`src/hw/rtl/ped_pkg.sv`:
```
// Package for the percent-escape decoder: payload and queue-entry types,
// character constants and the digit classification function.
// Depends on nothing; every module of the decoder uses it.
package ped_pkg;

    localparam logic [7:0] PERCENT_CHAR = 8'h25;
    localparam logic [7:0] CHAR_0       = 8'h30;
    localparam logic [7:0] CHAR_9       = 8'h39;
    localparam logic [7:0] CHAR_LA      = 8'h61;
    localparam logic [7:0] CHAR_LZ      = 8'h7a;
    localparam logic [7:0] CHAR_UA      = 8'h41;
    localparam logic [7:0] CHAR_UZ      = 8'h5a;
    localparam logic [5:0] LETTER_BASE  = 6'd10;

    localparam int QDEPTH = 4;
    localparam int QAW    = $clog2(QDEPTH);
    localparam int QCW    = $clog2(QDEPTH + 1);

    typedef struct packed {
        logic [7:0] in_byte;
        logic       in_last;
    } ped_in_t;

    typedef struct packed {
        logic [7:0] out_byte;
        logic       out_last;
        logic       syntax_error;
    } ped_out_t;

    // One queue entry: the results caused by one input transfer.
    typedef struct packed {
        logic     two;
        ped_out_t r0;
        ped_out_t r1;
    } ped_cmd_t;

    typedef struct packed {
        logic     valid;
        ped_cmd_t cmd;
    } ped_qhead_t;

    typedef struct packed {
        logic     ok;
        logic [5:0] val;
    } ped_digit_t;

    function automatic ped_digit_t digit_value(input logic [7:0] c);
        ped_digit_t d;
        d.ok  = 1'b1;
        d.val = 6'd0;
        if (c >= CHAR_0 && c <= CHAR_9)
        begin
            d.val = 6'(c - CHAR_0);
        end
        else if (c >= CHAR_LA && c <= CHAR_LZ)
        begin
            d.val = LETTER_BASE + 6'(c - CHAR_LA);
        end
        else if (c >= CHAR_UA && c <= CHAR_UZ)
        begin
            d.val = LETTER_BASE + 6'(c - CHAR_UA);
        end
        else
        begin
            d.ok = 1'b0;
        end
        return d;
    endfunction

endpackage

```
`src/hw/rtl/percent_escape_decoder_top.sv`:
```
// Percent-escape decoder, top level. A result passes through the result queue
// and then the output register before it appears at the output.
// Throughput: one input byte per cycle while item_stall is low; a key end that
// gives two results sends them as two output transfers, buffered by the four-entry result queue.
// Reset (rst_n, asynchronous, active low) returns the decoder to plain text.
// Depends on ped_pkg, ped_front, ped_queue and ped_back.
module percent_escape_decoder_top
(
    input  logic              clk,
    input  logic              rst_n,
    input  logic              item_valid,
    output logic              item_stall,
    input  ped_pkg::ped_in_t  item,
    output logic              result_valid,
    input  logic              result_stall,
    output ped_pkg::ped_out_t result
);

    logic                accept;
    logic                push;
    logic                pop;
    logic                full;
    ped_pkg::ped_cmd_t   cmd;
    ped_pkg::ped_qhead_t head;

    assign item_stall = full;
    assign accept     = item_valid && !full;

    ped_front u_front
    (
        .clk    (clk),
        .rst_n  (rst_n),
        .accept (accept),
        .item   (item),
        .push   (push),
        .cmd    (cmd)
    );

    ped_queue u_queue
    (
        .clk   (clk),
        .rst_n (rst_n),
        .push  (push),
        .cmd   (cmd),
        .full  (full),
        .pop   (pop),
        .head  (head)
    );

    ped_back u_back
    (
        .clk          (clk),
        .rst_n        (rst_n),
        .head         (head),
        .pop          (pop),
        .result_valid (result_valid),
        .result_stall (result_stall),
        .result       (result)
    );

endmodule

```
`src/hw/rtl/ped_front.sv`:
```
// Front part of the percent-escape decoder: tracks the escape phase and
// turns each input transfer into no queue entry or an entry of one or two results.
// Depends on ped_pkg.
module ped_front
(
    input  logic              clk,
    input  logic              rst_n,
    input  logic              accept,
    input  ped_pkg::ped_in_t  item,
    output logic              push,
    output ped_pkg::ped_cmd_t cmd
);

    typedef enum logic [1:0]
    {
        PH_PLAIN = 2'd0,
        PH_PCT   = 2'd1,
        PH_DIG   = 2'd2
    } phase_t;

    phase_t     phase_reg, phase_next;
    logic [7:0] held_reg, held_next;
    logic       disc_reg, disc_next;

    ped_pkg::ped_digit_t hi, lo;

    assign hi = ped_pkg::digit_value(held_reg);
    assign lo = ped_pkg::digit_value(item.in_byte);

    always_comb
    begin
        phase_next = phase_reg;
        held_next  = held_reg;
        disc_next  = disc_reg;
        push       = 1'b0;
        cmd        = '0;
        if (accept)
        begin
            if (disc_reg)
            begin
                // The rest of a failed key produces nothing.
                if (item.in_last)
                begin
                    disc_next  = 1'b0;
                    phase_next = PH_PLAIN;
                end
            end
            else
            begin
                case (phase_reg)
                    PH_PCT:
                    begin
                        if (item.in_last)
                        begin
                            push       = 1'b1;
                            cmd.two    = 1'b1;
                            cmd.r0     = '{out_byte: ped_pkg::PERCENT_CHAR,
                                           out_last: 1'b0, syntax_error: 1'b0};
                            cmd.r1     = '{out_byte: item.in_byte,
                                           out_last: 1'b1, syntax_error: 1'b0};
                            phase_next = PH_PLAIN;
                        end
                        else
                        begin
                            held_next  = item.in_byte;
                            phase_next = PH_DIG;
                        end
                    end
                    PH_DIG:
                    begin
                        phase_next = PH_PLAIN;
                        push       = 1'b1;
                        if (!hi.ok || !lo.ok)
                        begin
                            cmd.r0    = '{out_byte: 8'd0, out_last: 1'b1,
                                          syntax_error: 1'b1};
                            disc_next = !item.in_last;
                        end
                        else
                        begin
                            cmd.r0 = '{out_byte: {hi.val[3:0], 4'd0} | {2'd0, lo.val},
                                       out_last: item.in_last, syntax_error: 1'b0};
                        end
                    end
                    default:
                    begin
                        phase_next = PH_PLAIN;
                        if (item.in_byte == ped_pkg::PERCENT_CHAR && !item.in_last)
                        begin
                            phase_next = PH_PCT;
                        end
                        else
                        begin
                            push   = 1'b1;
                            cmd.r0 = '{out_byte: item.in_byte, out_last: item.in_last,
                                       syntax_error: 1'b0};
                        end
                    end
                endcase
            end
        end
    end

    always_ff @(posedge clk or negedge rst_n)
    begin
        if (!rst_n)
        begin
            phase_reg <= PH_PLAIN;
            held_reg  <= 8'd0;
            disc_reg  <= 1'b0;
        end
        else
        begin
            phase_reg <= phase_next;
            held_reg  <= held_next;
            disc_reg  <= disc_next;
        end
    end

endmodule

```
`src/hw/rtl/ped_queue.sv`:
```
// Short queue of result entries between the front and back parts.
// Depends on ped_pkg.
module ped_queue
(
    input  logic                clk,
    input  logic                rst_n,
    input  logic                push,
    input  ped_pkg::ped_cmd_t   cmd,
    output logic                full,
    input  logic                pop,
    output ped_pkg::ped_qhead_t head
);

    ped_pkg::ped_cmd_t              mem_reg [ped_pkg::QDEPTH];
    logic [ped_pkg::QAW-1:0]        wr_reg, wr_next;
    logic [ped_pkg::QAW-1:0]        rd_reg, rd_next;
    logic [ped_pkg::QCW-1:0]        cnt_reg, cnt_next;

    assign full       = (cnt_reg == ped_pkg::QCW'(ped_pkg::QDEPTH));
    assign head.valid = (cnt_reg != '0);
    assign head.cmd   = mem_reg[rd_reg];

    always_comb
    begin
        wr_next  = push ? wr_reg + 1'b1 : wr_reg;
        rd_next  = pop ? rd_reg + 1'b1 : rd_reg;
        cnt_next = cnt_reg;
        if (push && !pop)
        begin
            cnt_next = cnt_reg + 1'b1;
        end
        else if (pop && !push)
        begin
            cnt_next = cnt_reg - 1'b1;
        end
    end

    always_ff @(posedge clk)
    begin
        if (push)
        begin
            mem_reg[wr_reg] <= cmd;
        end
    end

    always_ff @(posedge clk or negedge rst_n)
    begin
        if (!rst_n)
        begin
            wr_reg  <= '0;
            rd_reg  <= '0;
            cnt_reg <= '0;
        end
        else
        begin
            wr_reg  <= wr_next;
            rd_reg  <= rd_next;
            cnt_reg <= cnt_next;
        end
    end

    a_no_overflow: assert property (@(posedge clk) disable iff (!rst_n)
        push |-> (!full || pop))
        else $error("queue written while full");

    a_no_underflow: assert property (@(posedge clk) disable iff (!rst_n)
        pop |-> head.valid)
        else $error("queue read while empty");

    a_count_ptrs: assert property (@(posedge clk) disable iff (!rst_n)
        (cnt_reg != ped_pkg::QCW'(ped_pkg::QDEPTH) && cnt_reg != '0) |->
            (wr_reg != rd_reg))
        else $error("queue count disagrees with pointers");

endmodule

```
`src/hw/rtl/ped_back.sv`:
```
// Back part of the percent-escape decoder: drains queue entries and
// presents their results one per transfer through an output register.
// Depends on ped_pkg.
module ped_back
(
    input  logic                clk,
    input  logic                rst_n,
    input  ped_pkg::ped_qhead_t head,
    output logic                pop,
    output logic                result_valid,
    input  logic                result_stall,
    output ped_pkg::ped_out_t   result
);

    logic              valid_reg, valid_next;
    logic              half_reg, half_next;
    ped_pkg::ped_out_t out_reg, out_next;
    logic              load;

    // The output register may take a new result when it is empty or drained.
    assign load = !valid_reg || !result_stall;

    always_comb
    begin
        valid_next = valid_reg;
        half_next  = half_reg;
        out_next   = out_reg;
        pop        = 1'b0;
        if (load)
        begin
            valid_next = head.valid;
            if (head.valid)
            begin
                if (head.cmd.two && !half_reg)
                begin
                    out_next  = head.cmd.r0;
                    half_next = 1'b1;
                end
                else
                begin
                    out_next  = half_reg ? head.cmd.r1 : head.cmd.r0;
                    half_next = 1'b0;
                    pop       = 1'b1;
                end
            end
        end
    end

    always_ff @(posedge clk or negedge rst_n)
    begin
        if (!rst_n)
        begin
            valid_reg <= 1'b0;
            half_reg  <= 1'b0;
        end
        else
        begin
            valid_reg <= valid_next;
            half_reg  <= half_next;
        end
    end

    always_ff @(posedge clk)
    begin
        out_reg <= out_next;
    end

    assign result_valid = valid_reg;
    assign result       = out_reg;

    a_half_needs_pair: assert property (@(posedge clk) disable iff (!rst_n)
        half_reg |-> (head.valid && head.cmd.two))
        else $error("second result pending without a paired entry");

    a_half_after_first: assert property (@(posedge clk) disable iff (!rst_n)
        $rose(half_reg) |-> valid_reg)
        else $error("second result pending with no first result shown");

    a_pop_on_load: assert property (@(posedge clk) disable iff (!rst_n)
        pop |-> load)
        else $error("queue entry consumed while the output is stalled");

endmodule

```
`config.mk`:
```
export PLATFORM = sky130hd
export DESIGN_NAME = percent_escape_decoder_top
export DESIGN_NICKNAME = d
export VERILOG_FILES = /design/src/hw/rtl/ped_pkg.sv /design/src/hw/rtl/percent_escape_decoder_top.sv /design/src/hw/rtl/ped_front.sv /design/src/hw/rtl/ped_queue.sv /design/src/hw/rtl/ped_back.sv
export SDC_FILE = /design/constraint.sdc
export NUM_CORES = 1
export LEC_CHECK = 0
export ABC_AREA = 1
export BUFFER_PORTS_ARGS = -buffer_cell sky130_fd_sc_hd__buf_2
export CAP_MARGIN = 20
export CORE_AREA = 2 2 125 127
export CTS_BUF_LIST = sky130_fd_sc_hd__clkbuf_8
export DETAILED_ROUTE_END_ITERATION = 6
export DIE_AREA = 0 0 127 129
export PLACE_DENSITY = 0.54
export SLEW_MARGIN = 10
export SYNTH_ARGS = -nofsm -noshare
export SYNTH_HDL_FRONTEND = slang
export SYNTH_SLANG_ARGS = --single-unit
```
`constraint.sdc`:
```
create_clock -name clk -period 6 [get_ports clk]
set_input_delay 1.2 -clock clk [delete_from_list [all_inputs] [get_ports clk]]
set_output_delay 1.2 -clock clk [all_outputs]
set_load 0.005 [all_outputs]
```
==> results.sh, run 1 <==
export IMPL_grt_usage_pct=14.8
export IMPL_grt_use_met2_pct=25.8
export IMPL_pin_count=25
export IMPL_cts_resized=0
export IMPL_grt_util_met3_pct=3.12
export IMPL_setup_viol_count_final=0
export IMPL_grt_start_max_net_pins=41
export IMPL_overflow=0
export IMPL_routed_via_density=4.94
export IMPL_path_class="in2reg"
export IMPL_worst_pin_slew_ns=0.699
export IMPL_final_cell_area_um2=5690
export IMPL_worst_r2r_cell_count=11
export IMPL_antenna_found_initial=0
export IMPL_syn_avg_cell_area_um2=10.1
export IMPL_ys_async_sr_fraction_pct=18.9
export IMPL_synthTopCellsByArea="edfxtp_1 (50%), dfrtp_1 (9.7%), nor2_1 (6.6%)"
export IMPL_num_rows=45
export IMPL_synth_common_cells="nor2_1 (90), edfxtp_1 (86), nand2_1 (81)"
export IMPL_drtAntennaViolNets=0
export IMPL_period_minus_slack_ns=3.20
export IMPL_switching_power_mw=0.815
export IMPL_p_total_mw=2.29
export IMPL_synth_top_area_share_pct=50.1
export IMPL_area_growth_syn_to_layout_pct=10.5
export IMPL_synth_cells=510
export IMPL_worstPathRequired_ns=6.27
export IMPL_ys_ff_latch=106
export IMPL_hold_buffers=0
export IMPL_diodes=0
export IMPL_clockBufferDepth=2
export IMPL_clock_sinks=106
export IMPL_power_density_nw_per_um2=402
export IMPL_routed_wl_um=11400
export IMPL_max_stage_delay_ns=0.42
export IMPL_drive_gt1_share_pct=12.6
export IMPL_synth_most_common_cell="nor2_1"
export IMPL_final_max_slew_viol_count=0
export IMPL_clock_skew_ns=0.0156
export IMPL_crit_chain="buf_2, inv_1, ha_1, inv_1, nor3_1, nand3_1, nand2_1, nor2_2, ha_1, inv_1, fa_1, mux2_2"
export IMPL_cp_max_fo=9
export IMPL_grt_pass1_vias=3539
export IMPL_clockPowerShare_pct=19.0
export IMPL_largest_register_ffs=76
export IMPL_die_area_um2=16400
export IMPL_ir_worst_vdd_v=0.000139
export IMPL_swShare_pct=35.6
export IMPL_hold_class="reg2reg"
export IMPL_cts_buffers=9
export IMPL_dpl_cell_area_um2=5470
export IMPL_insertion_delay_ns=0.37
export IMPL_crit_family="adder cells"
export IMPL_fp_dieW_um=127
export IMPL_drt_first_pass_iters=5
export IMPL_timing_slew_headroom_pct=53.4
export IMPL_status="finished clean"
export IMPL_intPower_mw=1.47
export IMPL_maxCapViolCount=0
export IMPL_synth_distinct_cells=32
export IMPL_ys_warn_count=0
export IMPL_die_h_um=129
export IMPL_cts_root_buffer_cell="clkbuf_8"
export IMPL_fin_nets=569
export IMPL_holdWs_ns=0.497
export IMPL_finalCritPeriodShare_pct=53.4
export IMPL_top_usage_layer="met2"
export IMPL_critPathCaptureType="flip-flop"
export IMPL_fill_cells=1485
export IMPL_rsz0062_at_grt="no"
export IMPL_clkSlewWorstSetupHoldPaths_ns=0.09
export IMPL_synth_edf_count=86
export IMPL_drt_iter0_markers=325
export IMPL_start_kind="input pin"
export IMPL_gp_congestion=0.873
export IMPL_post_cts_buffers=0
export IMPL_drc=0
export IMPL_io_buffers=24
export IMPL_worstPathArrival_ns=3.47
export IMPL_netlist_area_um2=5150
export IMPL_hold_viol=0
export IMPL_pwr_share_seq_pct=47.6
export IMPL_grt_pass1_wl_um=18600
export IMPL_wire_per_inst_um=15.7
export IMPL_yosys_area_top_type="edfxtp_1"
export IMPL_totalNegativeSetupSlack_ns=0
export IMPL_cts_tree="done"
export IMPL_max_freq_mhz=312
export IMPL_use_met1_pct=18.9
export IMPL_initial_utilization_pct=34.4
export IMPL_dpl_hpwl_um=7770
export IMPL_crit_slowest_cell="fa_1"
export IMPL_seq_area_frac_synth_pct=59.8
export IMPL_total_leakage_power_nw=2.25
export IMPL_crit_top_cell="inv_1"
export IMPL_combPwrFrac_pct=33.4
export IMPL_crit_buf_inv=4
export IMPL_synth_ff_type="edfxtp_1"
export IMPL_htree_levels=3
export IMPL_dr_total_vias=3595
export IMPL_core_area_um2=15000
export IMPL_cp_num_cells=12
export IMPL_whs_path_depth=2
export IMPL_regArea_um2=3080
export IMPL_multi_input_area_um2=1810
export IMPL_synth_net_count=543
placed cells by master (no fill, tap or decap), types with 10 or more instances in the layout:
| cell | count |
|---|---|
| inv_1 | 40 |
| edfxtp_1 | 86 |
| a21oi_1 | 18 |
| nand3_1 | 20 |
| a31oi_1 | 10 |
| ha_1 | 19 |
| o21ai_0 | 57 |
| nor2_1 | 90 |
| o22ai_1 | 11 |
| buf_2 | 24 |
| nand2_1 | 81 |
| dfrtp_1 | 20 |
layout make-up:
cell class	instances	share of cell area (%)
clock buffers	9	2.18
clock inverters	6	1.19
inverters	45	2.97
multi-input cells	342	31.8
flip-flops and latches	106	54.2
well taps	188	4.13
repair buffers	32	3.52
path summary, 6_finish.rpt:
path / slack (ns) / end / startpoint
max: 2.80 / u_queue.cnt_reg[1]$_DFFE_PN0P_ / item[5]
min: 0.50 / u_front.held_reg[5]$_DFFE_PN0P_ / u_front.held_reg[5]$_DFFE_PN0P_
max reg2reg: 3.04 / u_queue.cnt_reg[2]$_DFFE_PN0P_ / u_queue.rd_reg[1]$_DFFE_PN0P_
min reg2reg: 0.50 / u_front.held_reg[5]$_DFFE_PN0P_ / u_front.held_reg[5]$_DFFE_PN0P_
max in group asynchronous: 4.88 / u_queue.wr_reg[1]$_DFFE_PN0P_ / rst_n
min in group asynchronous: 0.77 / u_front.held_reg[3]$_DFFE_PN0P_ / rst_n
per-stage QoR:
| stage | cells | worst slack [ns] | util [%] |
|---|---|---|---|
| after floorplan | 510 | 2.80 | - |
| after global placement | 712 | 2.50 | 36.5 |
| after detailed placement | 712 | 2.44 | 36.5 |
| after CTS | 727 | 2.78 | 37.8 |
| after global routing | 728 | 2.69 | 38.0 |
| final | 728 | 2.80 | 38.0 |
worst min-delay path, delay by kind of cell, from the launching register on:
| family | cells | cell delay, ns |
|---|---|---|
| DFF | 1 | 0.36 |
| AOI/OAI and AO/OA | 1 | 0.06 |
| and+or+nand+nor | 1 | 0.05 |
power groups by stage:
stage	sequential, mW	combinational (mW)	clock, mW
after CTS	1.09	0.764	0.449
after detailed placement	1.11	0.762	0
after global routing	1.11	0.881	0.476
after global placement	1.10	0.748	0
after floorplan	1.09	0.523	0
final	1.09	0.765	0.434
metal layers:
metal	vias to the layer above	routed length (um)
met5	-	0
met4	0	138
met3	10	501
met2	74	5630
met1	1732	5160
li1	1779	-
cells by family after synthesis:
| family | synth area share (%) |
|---|---|
| AOI/OAI and AO/OA | 10.5 |
| xor gates and xnor gates | 1.70 |
| adders and majority gates | 5.00 |
| buffers and inverters | 4.98 |
| DFF | 59.8 |
| muxes | 0.219 |
| and+or+nand+nor | 17.8 |
Power figures use the tool's default switching activity.
==> run 2, diff against run 1 <==
==> constraint.sdc (replaced) <==
create_clock -name clk -period 3 [get_ports clk]
set_input_delay 0.6 -clock clk [delete_from_list [all_inputs] [get_ports clk]]
set_output_delay 0.6 -clock clk [all_outputs]
set_load 0.005 [all_outputs]
==> run 2 against run 1 <==
Non-clock buffer count increased by 7. Global-route usage increased by 0.20 points. Final cell count increased by 1.1%. Clock power increased by 100%. Via count decreased by 0.56%. Total power increased by 100%. Core utilization increased by 0.24 points. Critical path depth unchanged. Largest power group unchanged.
==> results.sh, run 2 (synthesis gave the netlist of run 1 again) <==
export IMPL_r2r_end="u_queue.cnt_reg[2]$_DFFE_PN0P_"
export IMPL_maxCapViolCount=0
export IMPL_cts_tree="done"
export IMPL_ir_worst_vdd_v=0.000300
export IMPL_initial_utilization_pct=34.4
export IMPL_cts_root_buffer_cell="clkbuf_8"
export IMPL_r2r_start="u_queue.rd_reg[1]$_DFFE_PN0P_"
export IMPL_insertion_delay_ns=0.38
export IMPL_start_kind="input pin"
export IMPL_fp_dieW_um=127
export IMPL_grt_usage_pct=15.0
export IMPL_totalNegativeSetupSlack_ns=0
export IMPL_drtAntennaViolNets=0
export IMPL_clockBufferDepth=2
export IMPL_cp_max_fo=7
export IMPL_wire_per_inst_um=15.6
export IMPL_worstPathRequired_ns=3.26
export IMPL_hold_class="in2async"
export IMPL_power_density_nw_per_um2=800
export IMPL_routed_via_density=4.86
export IMPL_worstPathArrival_ns=2.80
export IMPL_gp_congestion=0.824
export IMPL_clock_sinks=106
export IMPL_p_total_mw=4.58
export IMPL_final_common_cell="nor2_1"
export IMPL_num_rows=45
export IMPL_area_growth_syn_to_layout_pct=11.2
export IMPL_max_freq_mhz=394
export IMPL_holdWs_ns=0.176
export IMPL_die_area_um2=16400
export IMPL_htree_levels=3
export IMPL_worst_r2r_cell_count=10
export IMPL_overflow=0
export IMPL_critPathCaptureType="flip-flop"
export IMPL_drive_gt1_share_pct=13.7
export IMPL_rrSetupSlack_ns=0.64
export IMPL_post_cts_buffers=0
export IMPL_drc=0
export IMPL_total_leakage_power_nw=2.28
export IMPL_worst_pin_slew_ns=0.700
export IMPL_die_h_um=129
export IMPL_final_cell_mix="nor2_1 (90), edfxtp_1 (86), nand2_1 (81), o21ai_0 (57), inv_1 (41)"
export IMPL_clock_skew_ns=0.0170
export IMPL_rsz0062_at_grt="no"
export IMPL_grt_pass1_vias=3596
export IMPL_dr_total_vias=3575
export IMPL_drt_first_pass_iters=4
export IMPL_largest_register_ffs=76
export IMPL_pin_count=25
export IMPL_setup_viol_count_final=0
export IMPL_core_area_um2=15000
export IMPL_hold_viol=0
export IMPL_timing_slew_headroom_pct=53.0
export IMPL_dpl_hpwl_um=8090
export IMPL_dp_cells=720
export IMPL_finalCritPeriodShare_pct=84.7
export IMPL_status="finished clean"
export IMPL_antenna_found_initial=0
export IMPL_cts_buffers=9
export IMPL_final_cells=736
export IMPL_diodes=0
export IMPL_period_minus_slack_ns=2.54
export IMPL_io_buffers=24
export IMPL_grt_start_max_net_pins=37
export IMPL_path_class="in2reg"
export IMPL_routed_wl_um=11500
export IMPL_grt_pass1_wl_um=18500
export IMPL_final_max_slew_viol_count=0
export IMPL_drt_iter0_markers=304
export IMPL_hold_buffers=0
export IMPL_cts_resized=0
export IMPL_clkSlewWorstSetupHoldPaths_ns=0.10
export IMPL_fin_nets=576
export IMPL_fill_cells=1511
==> run 2: changes by cell type in the layout (fill, tap and decap cells not counted), sizes merged <==
cell / before / now
buf: 32 / 39
clkinv: 3 / 2
clkinvlp: 0 / 1
inv: 47 / 48
==> run 2: where the power goes <==
| group | switching [mW] | internal, mW | leakage [nW] |
|---|---|---|---|
| logic | 0.992 | 0.542 | 1.11 |
| registers | 0.148 | 2.03 | 1.07 |
| clock network | 0.486 | 0.388 | 0.103 |
| total | 1.63 | 2.96 | 2.28 |
==> run 2: how the worst max path moves through the flow <==
stage | slack (ns) | endpoint | start | cells after the start
floorplan | 0.40 | u_queue.mem_reg[0][10]$_DFFE_PP_ | item[2] | 9
global placement | 0.17 | u_queue.cnt_reg[1]$_DFFE_PN0P_ | item[2] | 12
detailed placement | 0.13 | u_queue.cnt_reg[1]$_DFFE_PN0P_ | item[2] | 12
CTS | 0.53 | u_queue.cnt_reg[1]$_DFFE_PN0P_ | item[2] | 12
global route | 0.36 | u_queue.cnt_reg[1]$_DFFE_PN0P_ | item[5] | 12
finish | 0.46 | u_queue.cnt_reg[1]$_DFFE_PN0P_ | item[2] | 12
==> run 2: critical path, cell delays in order <==
cell     delay [ns]
buf_2          0.16
inv_1          0.08
ha_1           0.16
nand3_1        0.09
nor3_1         0.38
nand3_1        0.19
nand2_1        0.12
nor2_2         0.07
ha_1           0.19
inv_1          0.09
fa_1           0.41
mux2_2         0.27
==> run 2: layout make-up <==
cell class                      count  area [um2]  area share (%)
Clock buffer                        9         124            2.16
Clock inverter                      7        71.3            1.25
Inverter                           45         169            2.95
Multi-Input combinational cell    342        1810            31.6
Sequential cell                   106        3080            53.8
Tap cell                          188         235            4.11
Timing Repair Buffer               39         233            4.06
==> run 2: routing by layer <==
| metal | part of all wire [%] | GRT usage, % | vias to the layer above |
|---|---|---|---|
| met5 | 0 | 0 | - |
| met4 | 1.9 | 5.56 | 0 |
| met3 | 2.9 | 3.28 | 13 |
| met2 | 50 | 26.3 | 54 |
| met1 | 45 | 18.2 | 1721 |
| li1 | - | - | 1787 |
==> run 2: metrics by stage <==
step	cell area, um2	util [%]	worst slack (ns)
floorplan	5150	-	0.401
global placement	5530	36.9	0.169
detailed placement	5530	36.9	0.132
CTS	5730	38.2	0.532
global route	5730	38.2	0.356
finish	5730	38.2	0.459
==> run 3, diff against run 2 <==
--- a/config.mk
+++ b/config.mk
@@ -12,7 +12,7 @@
 export CTS_BUF_LIST = sky130_fd_sc_hd__clkbuf_8
 export DETAILED_ROUTE_END_ITERATION = 6
 export DIE_AREA = 0 0 127 129
-export PLACE_DENSITY = 0.54
+export PLACE_DENSITY = 0.55
 export SLEW_MARGIN = 10
 export SYNTH_ARGS = -nofsm -noshare
 export SYNTH_HDL_FRONTEND = slang
==> constraint.sdc (replaced) <==
create_clock -name clk -period 2.32 [get_ports clk]
set_input_delay 0.464 -clock clk [delete_from_list [all_inputs] [get_ports clk]]
set_output_delay 0.464 -clock clk [all_outputs]
set_load 0.005 [all_outputs]
==> run 3 against run 2 <==
Non-clock buffer count grew 25. Die area is the same. Sequential share of layout area shrank 2.1 points. Hold slack lost 0.12 ns. Total power grew 31%. Register-to-register slack lost 0.50 ns. Final cell count grew 3.4%. Routed wire length shrank 2.9%. First-iteration DRC count shrank 30%. Core utilization grew 1.6 points.
==> results.sh, run 3 (synthesis gave the netlist of run 1 again) <==
export IMPL_final_cell_mix="nor2_1 (90), edfxtp_1 (86), nand2_1 (81), o21ai_0 (57), inv_1 (39)"
export IMPL_maxCapViolCount=0
export IMPL_dp_cells=745
export IMPL_routed_wl_um=11200
export IMPL_r2r_start="u_front.phase_reg[0]$_DFFE_PN0P_"
export IMPL_drt_first_pass_iters=4
export IMPL_overflow=0
export IMPL_r2r_end="u_queue.cnt_reg[1]$_DFFE_PN0P_"
export IMPL_rrSetupSlack_ns=0.14
export IMPL_worstPathRequired_ns=2.58
export IMPL_cts_buffers=9
export IMPL_pin_count=25
export IMPL_drt_iter0_markers=212
export IMPL_largest_register_ffs=76
export IMPL_drtAntennaViolNets=0
export IMPL_io_buffers=24
export IMPL_htree_levels=3
export IMPL_drc=0
export IMPL_area_growth_syn_to_layout_pct=15.7
export IMPL_final_core_util_pct=39.8
export IMPL_clockPowerShare_pct=17.1
export IMPL_grt_start_max_net_pins=38
export IMPL_intPower_mw=3.85
export IMPL_initial_utilization_pct=34.4
export IMPL_cp_startpoint="u_front.phase_reg[0]$_DFFE_PN0P_"
export IMPL_fp_dieW_um=127
export IMPL_grt_pass1_wl_um=18500
export IMPL_hold_class="in2async"
export IMPL_cp_max_fo=4
export IMPL_grt_usage_pct=14.8
export IMPL_grt_pass1_vias=3577
export IMPL_post_cts_buffers=0
export IMPL_cts_resized=0
export IMPL_clkSlewWorstSetupHoldPaths_ns=0.10
export IMPL_routed_via_density=4.70
export IMPL_die_h_um=129
export IMPL_max_freq_mhz=458
export IMPL_die_area_um2=16400
export IMPL_setup_viol_count_final=0
export IMPL_wire_per_inst_um=14.7
export IMPL_diodes=0
export IMPL_start_kind="flip-flop"
export IMPL_hold_buffers=0
export IMPL_drive_gt1_share_pct=18.5
export IMPL_final_common_cell="nor2_1"
export IMPL_final_max_slew_viol_count=0
export IMPL_critPathCaptureType="flip-flop"
export IMPL_fin_nets=601
export IMPL_switching_power_mw=2.14
export IMPL_path_class="reg2reg"
export IMPL_dpl_hpwl_um=7800
export IMPL_rsz0062_at_grt="no"
export IMPL_power_density_nw_per_um2=1010
export IMPL_timing_slew_headroom_pct=65.0
export IMPL_hold_viol=0
export IMPL_antenna_found_initial=0
export IMPL_total_leakage_power_nw=2.39
export IMPL_clock_sinks=106
export IMPL_worst_pin_slew_ns=0.525
export IMPL_insertion_delay_ns=0.37
export IMPL_combPwrFrac_pct=36.6
export IMPL_endpoint="u_queue.cnt_reg[1]$_DFFE_PN0P_"
export IMPL_worstPathArrival_ns=2.45
export IMPL_status="finished clean"
export IMPL_swShare_pct=35.8
export IMPL_cts_tree="done"
export IMPL_dr_total_vias=3579
export IMPL_num_rows=45
export IMPL_final_cells=761
export IMPL_core_area_um2=15000
export IMPL_gp_congestion=0.850
export IMPL_period_minus_slack_ns=2.18
export IMPL_cts_root_buffer_cell="clkbuf_8"
export IMPL_clockBufferDepth=2
export IMPL_clock_skew_ns=0.00400
export IMPL_pwr_share_seq_pct=46.3
export IMPL_fill_cells=1453
export IMPL_finalCritPeriodShare_pct=94.1
export IMPL_ir_worst_vdd_v=0.000370
export IMPL_worst_r2r_cell_count=10
-- run 3: worst min path at each step --
stage          cells past startpoint                               to
6_report                           1  u_front.held_reg[4]$_DFFE_PN0P_
5_1_grt                            1  u_front.held_reg[4]$_DFFE_PN0P_
4_1_cts                            1  u_front.held_reg[1]$_DFFE_PN0P_
3_5_place_dp                       1  u_front.held_reg[1]$_DFFE_PN0P_
3_3_place_gp                       1  u_front.held_reg[1]$_DFFE_PN0P_
2_1_floorplan                      0      u_back.half_reg$_DFFE_PN0P_
-- run 3: power by group through the flow --
stage               Sequential, mW  Combinational (mW)  Clock, mW
global route                  2.83                2.49       1.13
finish                        2.78                2.19       1.02
floorplan                     2.81                1.35          0
CTS                           2.78                2.22       1.06
detailed placement            2.82                2.21          0
global placement              2.81                2.16          0
-- run 3: layout make-up --
cell class / instances / area, um2 / area share (%)
Sequential cell: 106 / 3080 / 51.7
Multi-Input combinational cell: 342 / 1830 / 30.6
Timing Repair Buffer: 64 / 470 / 7.89
Tap cell: 188 / 235 / 3.95
Inverter: 45 / 169 / 2.83
Clock buffer: 9 / 124 / 2.08
Clock inverter: 7 / 51.3 / 0.861
-- run 3: critical path: stages, from the launching register on --
cell	delay (ns)
dfrtp_1	0.36
inv_1	0.06
ha_1	0.34
nor2_1	0.15
nand2_1	0.07
nand2_1	0.08
nor2_2	0.04
ha_1	0.19
inv_1	0.09
fa_2	0.43
mux2_2	0.26
-- run 3: routing by layer --
metal	wire (um)	track usage, %	share of wire, %
met5	0	0	0
met4	109	4.46	0.98
met3	380	3.41	3.4
met2	5610	25.0	50
met1	5080	19.0	45
-- run 3: per-stage QoR --
step / hold WS, ns / power (mW) / setup WS [ns] / instance area [um2] / TNS (ns)
2_1_floorplan: 0.168 / 4.17 / -0.143 / 5150 / -10.89
3_3_place_gp: 0.460 / 4.96 / -0.196 / 5770 / -0.600
3_5_place_dp: 0.475 / 5.04 / -0.272 / 5770 / -0.902
4_1_cts: 0.0514 / 6.06 / 0.107 / 5950 / 0
5_1_grt: 0.0741 / 6.45 / 0.00897 / 5960 / 0
6_report: 0.0574 / 6.00 / 0.136 / 5960 / 0
